`config.mk`:
```
export PLATFORM = sky130hd
export DESIGN_NAME = gf256_lagrange_interpolator
export DESIGN_NICKNAME = d
export VERILOG_FILES = /design/src/hw/rtl/gfli_pkg.sv /design/src/hw/rtl/gfli_point_ram.sv /design/src/hw/rtl/gfli_eval.sv /design/src/hw/rtl/gf256_lagrange_interpolator.sv
export SDC_FILE = /design/constraint.sdc
export NUM_CORES = 1
export LEC_CHECK = 0
export BUFFER_PORTS_ARGS = -buffer_cell sky130_fd_sc_hd__buf_2
export CAP_MARGIN = 20
export CORE_ASPECT_RATIO = 0.7
export CORE_MARGIN = 5
export CORE_UTILIZATION = 45
export DETAILED_ROUTE_END_ITERATION = 10
export PLACE_DENSITY_LB_ADDON = 0.25
export SLEW_MARGIN = 40
export SYNTH_ARGS = -nofsm -noshare
export SYNTH_HDL_FRONTEND = slang
export SYNTH_SLANG_ARGS = --single-unit
```
`constraint.sdc`:
```
create_clock -name clock -period 10.8 [get_ports clock]
set_input_delay 1.08 -clock clock [delete_from_list [all_inputs] [get_ports clock]]
set_output_delay 1.08 -clock clock [all_outputs]
set_load 0.01 [all_outputs]
```
`src/hw/rtl/gfli_pkg.sv`:
```
// ----------------------------------------------------------------------------
// gfli_pkg
// Shared constants, types and the GF(2^8) multiply for the interpolator.
// ----------------------------------------------------------------------------
`default_nettype none

package gfli_pkg;

   localparam int MAX_POINTS = 16;
   localparam int IDX_W      = (MAX_POINTS > 1) ? $clog2(MAX_POINTS) : 1;
   localparam int CNT_W      = $clog2(MAX_POINTS + 1);

   // low byte of the reduction polynomial, and the carry-out bit
   localparam logic [7:0] GF_POLY_LOW = 8'h1B;
   localparam logic [7:0] GF_MSB      = 8'h80;

   // inversion runs b^254 as square, multiply, ..., square: 13 steps
   localparam logic [3:0] INV_LAST_STEP = 4'd12;

   typedef logic [IDX_W-1:0] idx_type;
   typedef logic [CNT_W-1:0] cnt_type;

   typedef struct packed {
      logic [7:0] x;
      logic [7:0] y;
   } point_type;

   typedef struct packed {
      logic       start;
      cnt_type    n;
      logic [7:0] eval_point;
   } eval_cmd_type;

   typedef struct packed {
      logic       done;
      logic [7:0] result;
   } eval_sts_type;

   function automatic logic [7:0] gf_mul(input logic [7:0] a, input logic [7:0] b);
      logic [7:0] acc;
      logic [7:0] m;
      acc = 8'h00;
      m   = a;
      for (int k = 0; k < 8; k++) begin
         if (b[k]) begin
            acc = acc ^ m;
         end
         if ((m & GF_MSB) != 8'h00) begin
            m = (m << 1) ^ GF_POLY_LOW;
         end else begin
            m = m << 1;
         end
      end
      return acc;
   endfunction

endpackage

`default_nettype wire

```
`src/hw/rtl/gfli_point_ram.sv`:
```
// ----------------------------------------------------------------------------
// gfli_point_ram
// Point store: one write port, one read port, registered read data.
// ----------------------------------------------------------------------------
`default_nettype none

module gfli_point_ram (
   input  wire logic               clock,
   input  wire logic               wr_en,
   input  wire gfli_pkg::idx_type  wr_addr,
   input  wire gfli_pkg::point_type wr_data,
   input  wire gfli_pkg::idx_type  rd_addr,
   output gfli_pkg::point_type     rd_data
);

   gfli_pkg::point_type mem [gfli_pkg::MAX_POINTS];
   gfli_pkg::point_type rd_data_ff;

   always_ff @(posedge clock) begin
      if (wr_en) begin
         mem[wr_addr] <= wr_data;
      end
   end

   always_ff @(posedge clock) begin
      rd_data_ff <= mem[rd_addr];
   end

   assign rd_data = rd_data_ff;

endmodule

`default_nettype wire

```
`src/hw/rtl/gfli_eval.sv`:
```
// ----------------------------------------------------------------------------
// gfli_eval
// Lagrange evaluation sequencer: scans the point store once per term,
// accumulates numerator and denominator products, inverts the denominator
// by repeated squaring and folds each term into the sum.
// ----------------------------------------------------------------------------
`default_nettype none

module gfli_eval (
   input  wire logic                  clock,
   input  wire logic                  reset,
   input  wire gfli_pkg::eval_cmd_type cmd,
   input  wire logic                  ack,
   output gfli_pkg::eval_sts_type     sts,
   output gfli_pkg::idx_type          rd_addr,
   input  wire gfli_pkg::point_type   rd_data
);

   typedef enum logic [2:0] {
      S_IDLE,
      S_LOAD_I,
      S_CAP_I,
      S_PROD,
      S_INV,
      S_TERM,
      S_DONE
   } state_type;

   state_type         state_ff;
   gfli_pkg::idx_type i_ff;
   gfli_pkg::idx_type jr_ff;
   gfli_pkg::cnt_type n_ff;
   logic [7:0]        e_ff;
   logic [7:0]        xi_ff;
   logic [7:0]        yi_ff;
   logic [7:0]        num_ff;
   logic [7:0]        den_ff;
   logic [7:0]        inv_ff;
   logic [7:0]        sum_ff;
   logic [3:0]        step_ff;

   logic [7:0] m1a, m1b, m2a, m2b;
   logic [7:0] mul1, mul2;
   logic       last_i, last_j;

   assign last_i = (gfli_pkg::cnt_type'(i_ff) + 1'b1) == n_ff;
   assign last_j = (gfli_pkg::cnt_type'(jr_ff) + 1'b1) == n_ff;

   always_comb begin
      m1a     = 8'h00;
      m1b     = 8'h00;
      m2a     = 8'h00;
      m2b     = 8'h00;
      rd_addr = i_ff;
      unique case (state_ff)
         S_CAP_I: begin
            rd_addr = '0;
         end
         S_PROD: begin
            rd_addr = jr_ff + 1'b1;
            m1a     = num_ff;
            m1b     = e_ff ^ rd_data.x;
            m2a     = den_ff;
            m2b     = xi_ff ^ rd_data.x;
         end
         S_INV: begin
            m1a = num_ff;
            m1b = yi_ff;
            // first step squares the denominator itself
            m2a = (step_ff == 4'd0) ? den_ff : inv_ff;
            m2b = step_ff[0] ? den_ff : m2a;
         end
         S_TERM: begin
            m2a = num_ff;
            m2b = inv_ff;
         end
         default: begin
         end
      endcase
   end

   assign mul1 = gfli_pkg::gf_mul(m1a, m1b);
   assign mul2 = gfli_pkg::gf_mul(m2a, m2b);

   always_ff @(posedge clock) begin
      if (reset) begin
         state_ff <= S_IDLE;
      end else begin
         unique case (state_ff)
            S_IDLE: begin
               if (cmd.start) begin
                  n_ff     <= cmd.n;
                  e_ff     <= cmd.eval_point;
                  i_ff     <= '0;
                  sum_ff   <= 8'h00;
                  state_ff <= S_LOAD_I;
               end
            end
            S_LOAD_I: begin
               state_ff <= S_CAP_I;
            end
            S_CAP_I: begin
               xi_ff    <= rd_data.x;
               yi_ff    <= rd_data.y;
               num_ff   <= 8'h01;
               den_ff   <= 8'h01;
               jr_ff    <= '0;
               state_ff <= S_PROD;
            end
            S_PROD: begin
               if (jr_ff != i_ff) begin
                  num_ff <= mul1;
                  den_ff <= mul2;
               end
               if (last_j) begin
                  step_ff  <= 4'd0;
                  state_ff <= S_INV;
               end else begin
                  jr_ff <= jr_ff + 1'b1;
               end
            end
            S_INV: begin
               if (step_ff == 4'd0) begin
                  num_ff <= mul1;
               end
               inv_ff <= mul2;
               if (step_ff == gfli_pkg::INV_LAST_STEP) begin
                  state_ff <= S_TERM;
               end else begin
                  step_ff <= step_ff + 4'd1;
               end
            end
            S_TERM: begin
               sum_ff <= sum_ff ^ mul2;
               if (last_i) begin
                  state_ff <= S_DONE;
               end else begin
                  i_ff     <= i_ff + 1'b1;
                  state_ff <= S_LOAD_I;
               end
            end
            S_DONE: begin
               if (ack) begin
                  state_ff <= S_IDLE;
               end
            end
            default: begin
               state_ff <= S_IDLE;
            end
         endcase
      end
   end

   assign sts.done   = (state_ff == S_DONE);
   assign sts.result = sum_ff;

endmodule

`default_nettype wire

```
`src/hw/rtl/gf256_lagrange_interpolator.sv`:
```
// Collects share points (x, y) one item per cycle into a 16-entry point
// memory; the item marked last starts a Lagrange evaluation over GF(2^8)
// (polynomial 0x11B) at the configured eval point and yields one result item.
// Points past capacity are dropped and flagged on the result. Non-last items
// never stall intake. The result of a set appears once its evaluation is done
// and the output register is free: every term rescans the point memory
// through its single read port and inverts its denominator in 13 multiply
// steps. The input is held off during evaluation; a finished result waits in
// the output register without blocking new points.
// ----------------------------------------------------------------------------
// gf256_lagrange_interpolator
// Top level: point intake, count and overflow tracking, result register.
// ----------------------------------------------------------------------------
`default_nettype none

module gf256_lagrange_interpolator (
   input  wire logic       clock,
   input  wire logic       reset,
   input  wire logic       req_valid,
   output logic            req_ready,
   input  wire logic [7:0] req_share_x,
   input  wire logic [7:0] req_share_y,
   input  wire logic       req_last_point,
   output logic            rsp_valid,
   input  wire logic       rsp_ready,
   output logic [7:0]      rsp_secret_byte,
   output logic            rsp_points_dropped,
   input  wire logic       csr_we,
   input  wire logic [7:0] csr_wdata
);

   typedef enum logic {
      T_ACCEPT,
      T_EVAL
   } state_type;

   state_type         state_ff;
   gfli_pkg::cnt_type count_ff;
   logic              overflow_ff;
   logic              drop_ff;
   logic              start_ff;
   gfli_pkg::cnt_type n_ff;
   logic [7:0]        eval_point_ff;
   logic              rsp_valid_ff;
   logic [7:0]        rsp_secret_ff;
   logic              rsp_dropped_ff;

   logic                   accept;
   logic                   full;
   logic                   ack;
   gfli_pkg::eval_cmd_type cmd;
   gfli_pkg::eval_sts_type sts;
   gfli_pkg::idx_type      rd_addr;
   gfli_pkg::point_type    rd_data;
   gfli_pkg::point_type    wr_data;

   assign req_ready = (state_ff == T_ACCEPT);
   assign accept    = req_valid & req_ready;
   assign full      = (count_ff == gfli_pkg::cnt_type'(gfli_pkg::MAX_POINTS));
   assign ack       = (state_ff == T_EVAL) & sts.done & (~rsp_valid_ff | rsp_ready);

   assign wr_data.x = req_share_x;
   assign wr_data.y = req_share_y;

   assign cmd.start      = start_ff;
   assign cmd.n          = n_ff;
   assign cmd.eval_point = eval_point_ff;

   always_ff @(posedge clock) begin
      if (reset) begin
         eval_point_ff <= 8'h00;
      end else if (csr_we) begin
         eval_point_ff <= csr_wdata;
      end
   end

   always_ff @(posedge clock) begin
      if (reset) begin
         state_ff     <= T_ACCEPT;
         count_ff     <= '0;
         overflow_ff  <= 1'b0;
         start_ff     <= 1'b0;
         rsp_valid_ff <= 1'b0;
      end else begin
         start_ff     <= accept & req_last_point;
         // a new result may replace one leaving in the same cycle
         rsp_valid_ff <= ack | (rsp_valid_ff & ~rsp_ready);
         unique case (state_ff)
            T_ACCEPT: begin
               if (accept) begin
                  if (req_last_point) begin
                     // a dropped last point still closes the set
                     n_ff        <= full ? count_ff : count_ff + 1'b1;
                     drop_ff     <= overflow_ff | full;
                     count_ff    <= '0;
                     overflow_ff <= 1'b0;
                     state_ff    <= T_EVAL;
                  end else if (full) begin
                     overflow_ff <= 1'b1;
                  end else begin
                     count_ff <= count_ff + 1'b1;
                  end
               end
            end
            T_EVAL: begin
               if (ack) begin
                  rsp_secret_ff  <= sts.result;
                  rsp_dropped_ff <= drop_ff;
                  state_ff       <= T_ACCEPT;
               end
            end
            default: begin
               state_ff <= T_ACCEPT;
            end
         endcase
      end
   end

   gfli_point_ram u_point_ram (
      .clock   (clock),
      .wr_en   (accept & ~full),
      .wr_addr (count_ff[gfli_pkg::IDX_W-1:0]),
      .wr_data (wr_data),
      .rd_addr (rd_addr),
      .rd_data (rd_data)
   );

   gfli_eval u_eval (
      .clock   (clock),
      .reset   (reset),
      .cmd     (cmd),
      .ack     (ack),
      .sts     (sts),
      .rd_addr (rd_addr),
      .rd_data (rd_data)
   );

   assign rsp_valid          = rsp_valid_ff;
   assign rsp_secret_byte    = rsp_secret_ff;
   assign rsp_points_dropped = rsp_dropped_ff;

endmodule

`default_nettype wire

```
==> results by group, run 1 <==
Layout
  • Final Cell Area: 0.02032 mm^2
  • Layout cells sized above 1: 11.07%
  • Post-Layout Cell Count: 2,098
  • Fin util: 51.00%
  • Layout Nets: 1,572
  • Area growth, synth to finish: 11.78%
  • Ant. Diodes: 0

Clock network
  • Worst skew pair latency: 0.54 ns
  • CTS HTree Levels: 2
  • Clock sinks: 380
  • Hold buffers post-CTS: 0
  • CTS tree: built
  • Post-CTS Setup Inserts: 0
  • Clock root cell: clkbuf_16
  • Clock-pin slew on the worst setup and hold paths: 0.06 ns
  • CTS max path bufs: 3
  • CTS Buf Count: 38
  • Post_cts resized: 0

Hold path
  • Hold Crit Class: reg2reg

Synthesis
  • #FFs+latches synth: 380
  • Mapped Avg Cell Area: 11.99 um^2
  • Async S/R FF share, synth: 0%
  • Cell taking the most area after synthesis: edfxtp_1
  • Warnings from Yosys: 0
  • Number of synthesized flops with an enable pin: 344
  • Synth top area share: 56.83%
  • Register area share after synthesis: 60.80%
  • Syn Std Cell Area: 0.01818 mm^2
  • Primary FF master, synth: edfxtp_1
  • Syn_nets: around 1,600
  • Top-count cell post-synth: edfxtp_1
  • Post-synth top cells: edfxtp_1 (344), nand2_1 (212), xnor2_1 (115)
  • Cells after synthesis: 1,516
  • Largest cells by area after synthesis: edfxtp_1 (57%), xnor2_1 (5.5%), nand2_1 (4.4%), dfxtp_1 (4.0%), a211oi_1 (3.4%)
  • Synth cell types: 74

Global routing
  • Largest net degree at the start of global routing: between 90 and 100
  • Antenna violations before repair: 1
  • Gr ovfl total: 0
  • First-pass GRT wire length: ~70,000 um
  • Gr usage total: 20.05%
  • Vias in the first global route: 11,300

Timing
  • Maximum clock frequency: 0.2173 GHz
  • Slew @ Worst Pin: 0.8741 ns
  • Hold Vio Cnt, Final: 0
  • Fin crit period: 4.601 ns
  • Setup TNS: 0 ns
  • Final Cycle Share: 42.60%
  • Slew HR: a little over two fifths
  • Worst Skew: 0.01215 ns
  • Pins over their slew limit: 0
  • Setup ws final: 6.199 ns
  • Unrepaired setup endpoints after global routing: no
  • Worst hold margin: 0.4063 ns
  • Setup-failing EPs final: 0

Place
  • GP Congestion: between 0.9 and 1
  • Post-DP Area: 0.01900 mm^2
  • DP Cell Count: between 2,000 and 2,500
  • Pre-CTS setup slack: 6.215 ns
  • Port bufs: 40
  • Post-DP HPWL: 28,980 um

Floorplan
  • Die area: between 0.04 and 0.05 mm^2
  • # rows: slightly above 60
  • Die width: 250.2 um
  • Initial cell density of the core: 45.62%
  • I/O pins: 41
  • Die Ht: 178.2 um
  • Core box area: about 0.04 mm^2

Power and ir drop
  • Max rail drop VDD: 124.0 uV
  • Flop pwr share: 48.1%
  • Sw Ratio: 26.51%
  • Pwr Density: 175.5 mW/mm^2
  • Comb power frac: 14.3%
  • Internal Power: 2.621 mW
  • Sw power: 0.9454 mW
  • LEAKAGE: 6.655 nW
  • Total Power: about 3.6 mW
  • Clock group share of total power: 37.6%

Drt
  • Final ANT Viol Nets: 0
  • DRT iter0 DRCs: 1,105
  • Routed via count: 11,940
  • Drt first pass iters: 5
  • DRT Wirelength: 45,810 um
  • Drc violations: 0
  • Routed len/inst: 21.84 um
  • Vias/cell: 5.690

Setup path
  • Top delay family on crit path: XOR/XNOR gates
  • Setup crit end: u_eval.sum_ff[6]
  • Required time worst endpoint: 11.07 ns
  • Crit-path slowest cell: o41ai_1
  • Crit-path cells: inv_1 > ha_1 > or3b_1 > mux2i_2 > o41ai_1 > nor2_4 > xor2_4 > nand2b_1 > xnor3_1 > xnor3_1 > and2_1 > nor3_2
  • Reg2reg start: u_eval.step_ff[0]
  • Critical R2R Capture: u_eval.sum_ff[6]
  • Cell mode on critical path: xnor3_1
  • Critical path buffer and inverter count: 1
  • R2r setup slk: roughly 6.2 ns
  • FF-to-FF path depth: 12
  • CP startpoint: u_eval.step_ff[0]
  • Critical Path Start Type: register
  • CP Depth: 12
  • Crit end category: register
  • Delay of the slowest critical-path stage: approximately 0.66 ns
  • Setup CP Type: reg2reg
  • Worst-path maximum fanout: 14
  • Crit path arrival time: 4.87 ns

Outcome
  • Outcome: finished, final reports clean

Job
  • Max-cap violations: 0
[registers in the layout, summed over array words and instances (netlist names), 3 cells and up]
name                 count
count_ff                 5
eval_point_ff            8
n_ff                     5
rsp_secret_byte          8
u_eval.den_ff            8
u_eval.e_ff              8
u_eval.i_ff              4
u_eval.inv_ff            8
u_eval.jr_ff             4
u_eval.n_ff              5
u_eval.num_ff            8
u_eval.state_ff          3
u_eval.step_ff           4
u_eval.sum_ff            8
u_eval.xi_ff             8
u_eval.yi_ff             8
u_point_ram.mem        256
u_point_ram.rd_data     16
[worst min-delay path by stage]
| stage | from | endpoint | slack, ns | depth (start not counted) |
|---|---|---|---|---|
| after floorplan | u_point_ram.rd_data[0] | u_eval.yi_ff[0] | 0.39 | 0 |
| after global placement | u_point_ram.rd_data[4] | u_eval.yi_ff[4] | 0.39 | 0 |
| after detailed placement | u_point_ram.rd_data[5] | u_eval.yi_ff[5] | 0.39 | 0 |
| after CTS | u_point_ram.rd_data[5] | u_eval.yi_ff[5] | 0.41 | 0 |
| after global routing | u_point_ram.rd_data[5] | u_eval.yi_ff[5] | 0.41 | 0 |
| final | u_point_ram.rd_data[5] | u_eval.yi_ff[5] | 0.41 | 0 |
[worst reg2reg max path: stages, from the launching register on]
cell      delay (ns)
edfxtp_1        0.50
inv_1           0.32
ha_1            0.24
or3b_1          0.64
mux2i_2         0.29
o41ai_1         0.66
nor2_4          0.13
xor2_4          0.44
nand2b_1        0.13
xnor3_1         0.34
xnor3_1         0.44
and2_1          0.16
nor3_2          0.04
[power by group through the flow]
stage               clock (mW)  sequential [mW]  combinational (mW)
floorplan                    0             1.72               0.358
global placement             0             1.74               0.493
detailed placement           0             1.74               0.502
CTS                       1.37             1.71               0.505
global route              1.44             1.72               0.557
finish                    1.34             1.71               0.510
[final cells by class]
cell class | count | area [um^2]
Fill cell | 3475 | 19520
Sequential cell | 380 | 11050
Multi-Input combinational cell | 1028 | 6802
Clock buffer | 52 | 1087
Tap cell | 535 | 669.4
Timing Repair Buffer | 73 | 470.5
Clock inverter | 17 | 190.2
Inverter | 13 | 48.80
[cell families (layout without fill, tap and decap cells)]
kind of cell             after synthesis  after routing  share of synthesized area [%]
XOR/XNOR                             178            178                          9.513
flip-flops                           380            380                          60.80
buffers and inverters                108            155                          2.320
adder cells (fa/ha/maj)                8              8                         0.5507
AO/OA/AOI/OAI                        325            325                          12.36
AND/OR/NAND/NOR                      492            492                          12.99
multiplexers                          25             25                          1.473
[per-layer routing]
layer	up-vias	GRT usage [%]	share of wire [%]
met1	5924	31.25	49
met4	2	3.545	1.5
li1	5592	-	-
met3	53	3.105	6.3
met2	366	30.23	43
met5	-	0	0.028
[layout by cell type (no fill, tap or decap), drive strengths merged, types with 52 or more instances in the layout]
cell	synthesis	layout
buf	17	73
xor2	53	53
nor2	87	87
nand2	212	212
xnor2	117	117
and2	93	93
edfxtp	344	344
a21oi	67	67
a211oi	84	84
clkbuf	78	52
Note: power is estimated with default switching activity, not from simulation.
==> inputs of run 2 (changes only) <==
- clock period: 10.8 -> 4.4 ns (I/O delays scaled with it)
==> run 2 against run 1 <==
  * Hold slack lost 0.27 ns
  * Via count grew 1.3%
  * Worst setup slack lost 5.9 ns
  * Clock skew is essentially flat
  * Total power grew 140%
  * Fmax grew 11%
  * Largest power group unchanged
  * Highest routed layer is now met4
==> results by group, run 2 (synthesized netlist as in run 1, its figures left out) <==
Outcome
  • Outcome: finished, final reports clean

Timing
  • Final Cycle Share: a little over nine tenths
  • Unrepaired setup endpoints after global routing: no
  • Slew HR: a little under half
  • Slew @ Worst Pin: 0.7929 ns
  • Hold Vio Cnt, Final: 0
  • Worst Skew: 0.01234 ns
  • Pins over their slew limit: 0
  • Setup-failing EPs final: 0
  • Setup TNS: 0 ns
  • Fin crit period: 4.133 ns
  • Maximum clock frequency: 0.2419 GHz

Power and ir drop
  • Internal Power: 6.402 mW
  • Max rail drop VDD: 298.0 uV
  • Comb power frac: between 10% and 20%
  • LEAKAGE: roughly 6.8 nW
  • Pwr Density: 425.2 mW/mm^2
  • Clock group share of total power: 36.9%
  • Sw power: 2.332 mW
  • Flop pwr share: just under 50%
  • Sw Ratio: 26.70%

Layout
  • Max reg flops: 256
  • Layout Nets: approximately 1,600
  • Final Cell Area: 0.02054 mm^2
  • Layout cells sized above 1: 12.73%
  • Biggest register: u_point_ram.mem
  • Most frequent cells in the layout: edfxtp_1 (344), nand2_1 (212), xnor2_1 (115)
  • Most common cell after layout, fill and taps aside: edfxtp_1
  • Area growth, synth to finish: 13.01%

Hold path
  • Hold Crit Class: in2reg
  • Hold Crit Start: csr_wdata[6]

Clock network
  • CTS tree: built
  • Clock-pin slew on the worst setup and hold paths: 0.06 ns
  • CTS max path bufs: 3
  • Hold buffers post-CTS: 0
  • Worst skew pair latency: 0.54 ns
  • Post_cts resized: 0
  • CTS HTree Levels: 2
  • CTS Buf Count: 38
  • Post-CTS Setup Inserts: 0
  • Clock root cell: clkbuf_16
  • Clock sinks: 380

Place
  • Post-DP Area: 0.01928 mm^2
  • GP Congestion: roughly 0.95
  • Port bufs: 40
  • Post-DP HPWL: 29,850 um

Setup path
  • Required time worst endpoint: 4.67 ns
  • Crit end category: register
  • Worst-path maximum fanout: 13
  • Critical Path Start Type: register
  • Reg2reg start: u_eval.step_ff[0]
  • Crit path arrival time: 4.40 ns
  • CP startpoint: u_eval.step_ff[0]
  • R2r setup slk: 0.27 ns
  • Setup CP Type: reg2reg

Floorplan
  • Die area: ~0.045 mm^2
  • Die width: 250.2 um
  • Core box area: 0.03984 mm^2
  • # rows: 61
  • Die Ht: 178.2 um
  • Initial cell density of the core: 45.62%
  • I/O pins: approximately 40

Global routing
  • Antenna violations before repair: 3
  • Gr ovfl total: 0
  • Largest net degree at the start of global routing: 103
  • Gr usage total: 20.36%
  • Vias in the first global route: 11,490
  • First-pass GRT wire length: between 70,000 and 80,000 um

Drt
  • DRT iter0 DRCs: 1,212
  • Routed via count: 12,090
  • Drc violations: 0
  • Final ANT Viol Nets: 0
  • Vias/cell: approximately 5.7
  • DRT Wirelength: 46,560 um
  • Routed len/inst: roughly 22 um
  • Drt first pass iters: 5

Job
  • Max-cap violations: 0
run 2: cell types whose count changed in the layout (fill, tap and decap cells not counted), moves of 3 or more:
cell      change
buf_4        +29
buf_12        +5
clkbuf_1      -4
clkbuf_8      +4
and2_1        -3
and2_2        +3
clkinv_1      +3
run 2: layout make-up:
class	instances	area (um^2)
diodes	2	5.005
clock buffers	50	1077
clock inverters	20	176.4
fillers	3451	19300
inverters	13	48.80
multi-input cells	1028	6765
flip-flops and latches	380	11050
well taps	535	669.4
repair buffers	104	748.2
run 2: path summary, 6_finish.rpt:
| kind | cells past startpoint | endpoint |
|---|---|---|
| hold / removal | 3 | eval_point_ff[6] |
| hold reg to reg | 0 | u_eval.yi_ff[6] |
| setup / recovery | 12 | u_eval.sum_ff[7] |
| setup reg to reg | 12 | u_eval.sum_ff[7] |
run 2: per-stage QoR:
step / setup WS (ns) / std cells / utilization, % / power, mW / hold WS [ns]
after floorplan: 0.4376 / 1516 / - / 5.102 / 0.3855
final: 0.2667 / 2132 / 51.56 / 8.734 / 0.1375
after global placement: 0.3675 / 2058 / 48.31 / 5.546 / 0.3907
after CTS: 0.3533 / 2129 / 51.53 / 8.783 / 0.1167
after detailed placement: 0.4127 / 2059 / 48.39 / 5.568 / 0.3910
after global routing: 0.06054 / 2131 / 51.55 / 9.088 / 0.1588
run 2: power groups by stage:
| stage | Clock [mW] | Combinational, mW | Sequential [mW] |
|---|---|---|---|
| final | 3.23 | 1.28 | 4.23 |
| after detailed placement | 0 | 1.26 | 4.30 |
| after global routing | 3.45 | 1.40 | 4.25 |
| after global placement | 0 | 1.24 | 4.30 |
| after floorplan | 0 | 0.880 | 4.22 |
| after CTS | 3.28 | 1.27 | 4.23 |
run 2: metal layers:
metal  global-route usage, %  share of wire, %  up-vias
li1                        -                 -     5657
met1                   32.27                48     5950
met2                   29.46                42      422
met3                   3.309               7.6       65
met4                   4.568               1.8        0
met5                       0                 0        -
run 2: critical path, cell delays in order (launching register included):
cell      delay, ns
edfxtp_1       0.38
inv_1          0.30
ha_1           0.25
or3b_1         0.54
mux2i_4        0.28
o31a_1         0.32
nand2_1        0.46
nor2_1         0.12
xor2_1         0.34
xnor2_1        0.18
xnor3_1        0.47
xnor2_1        0.16
nor2_1         0.05
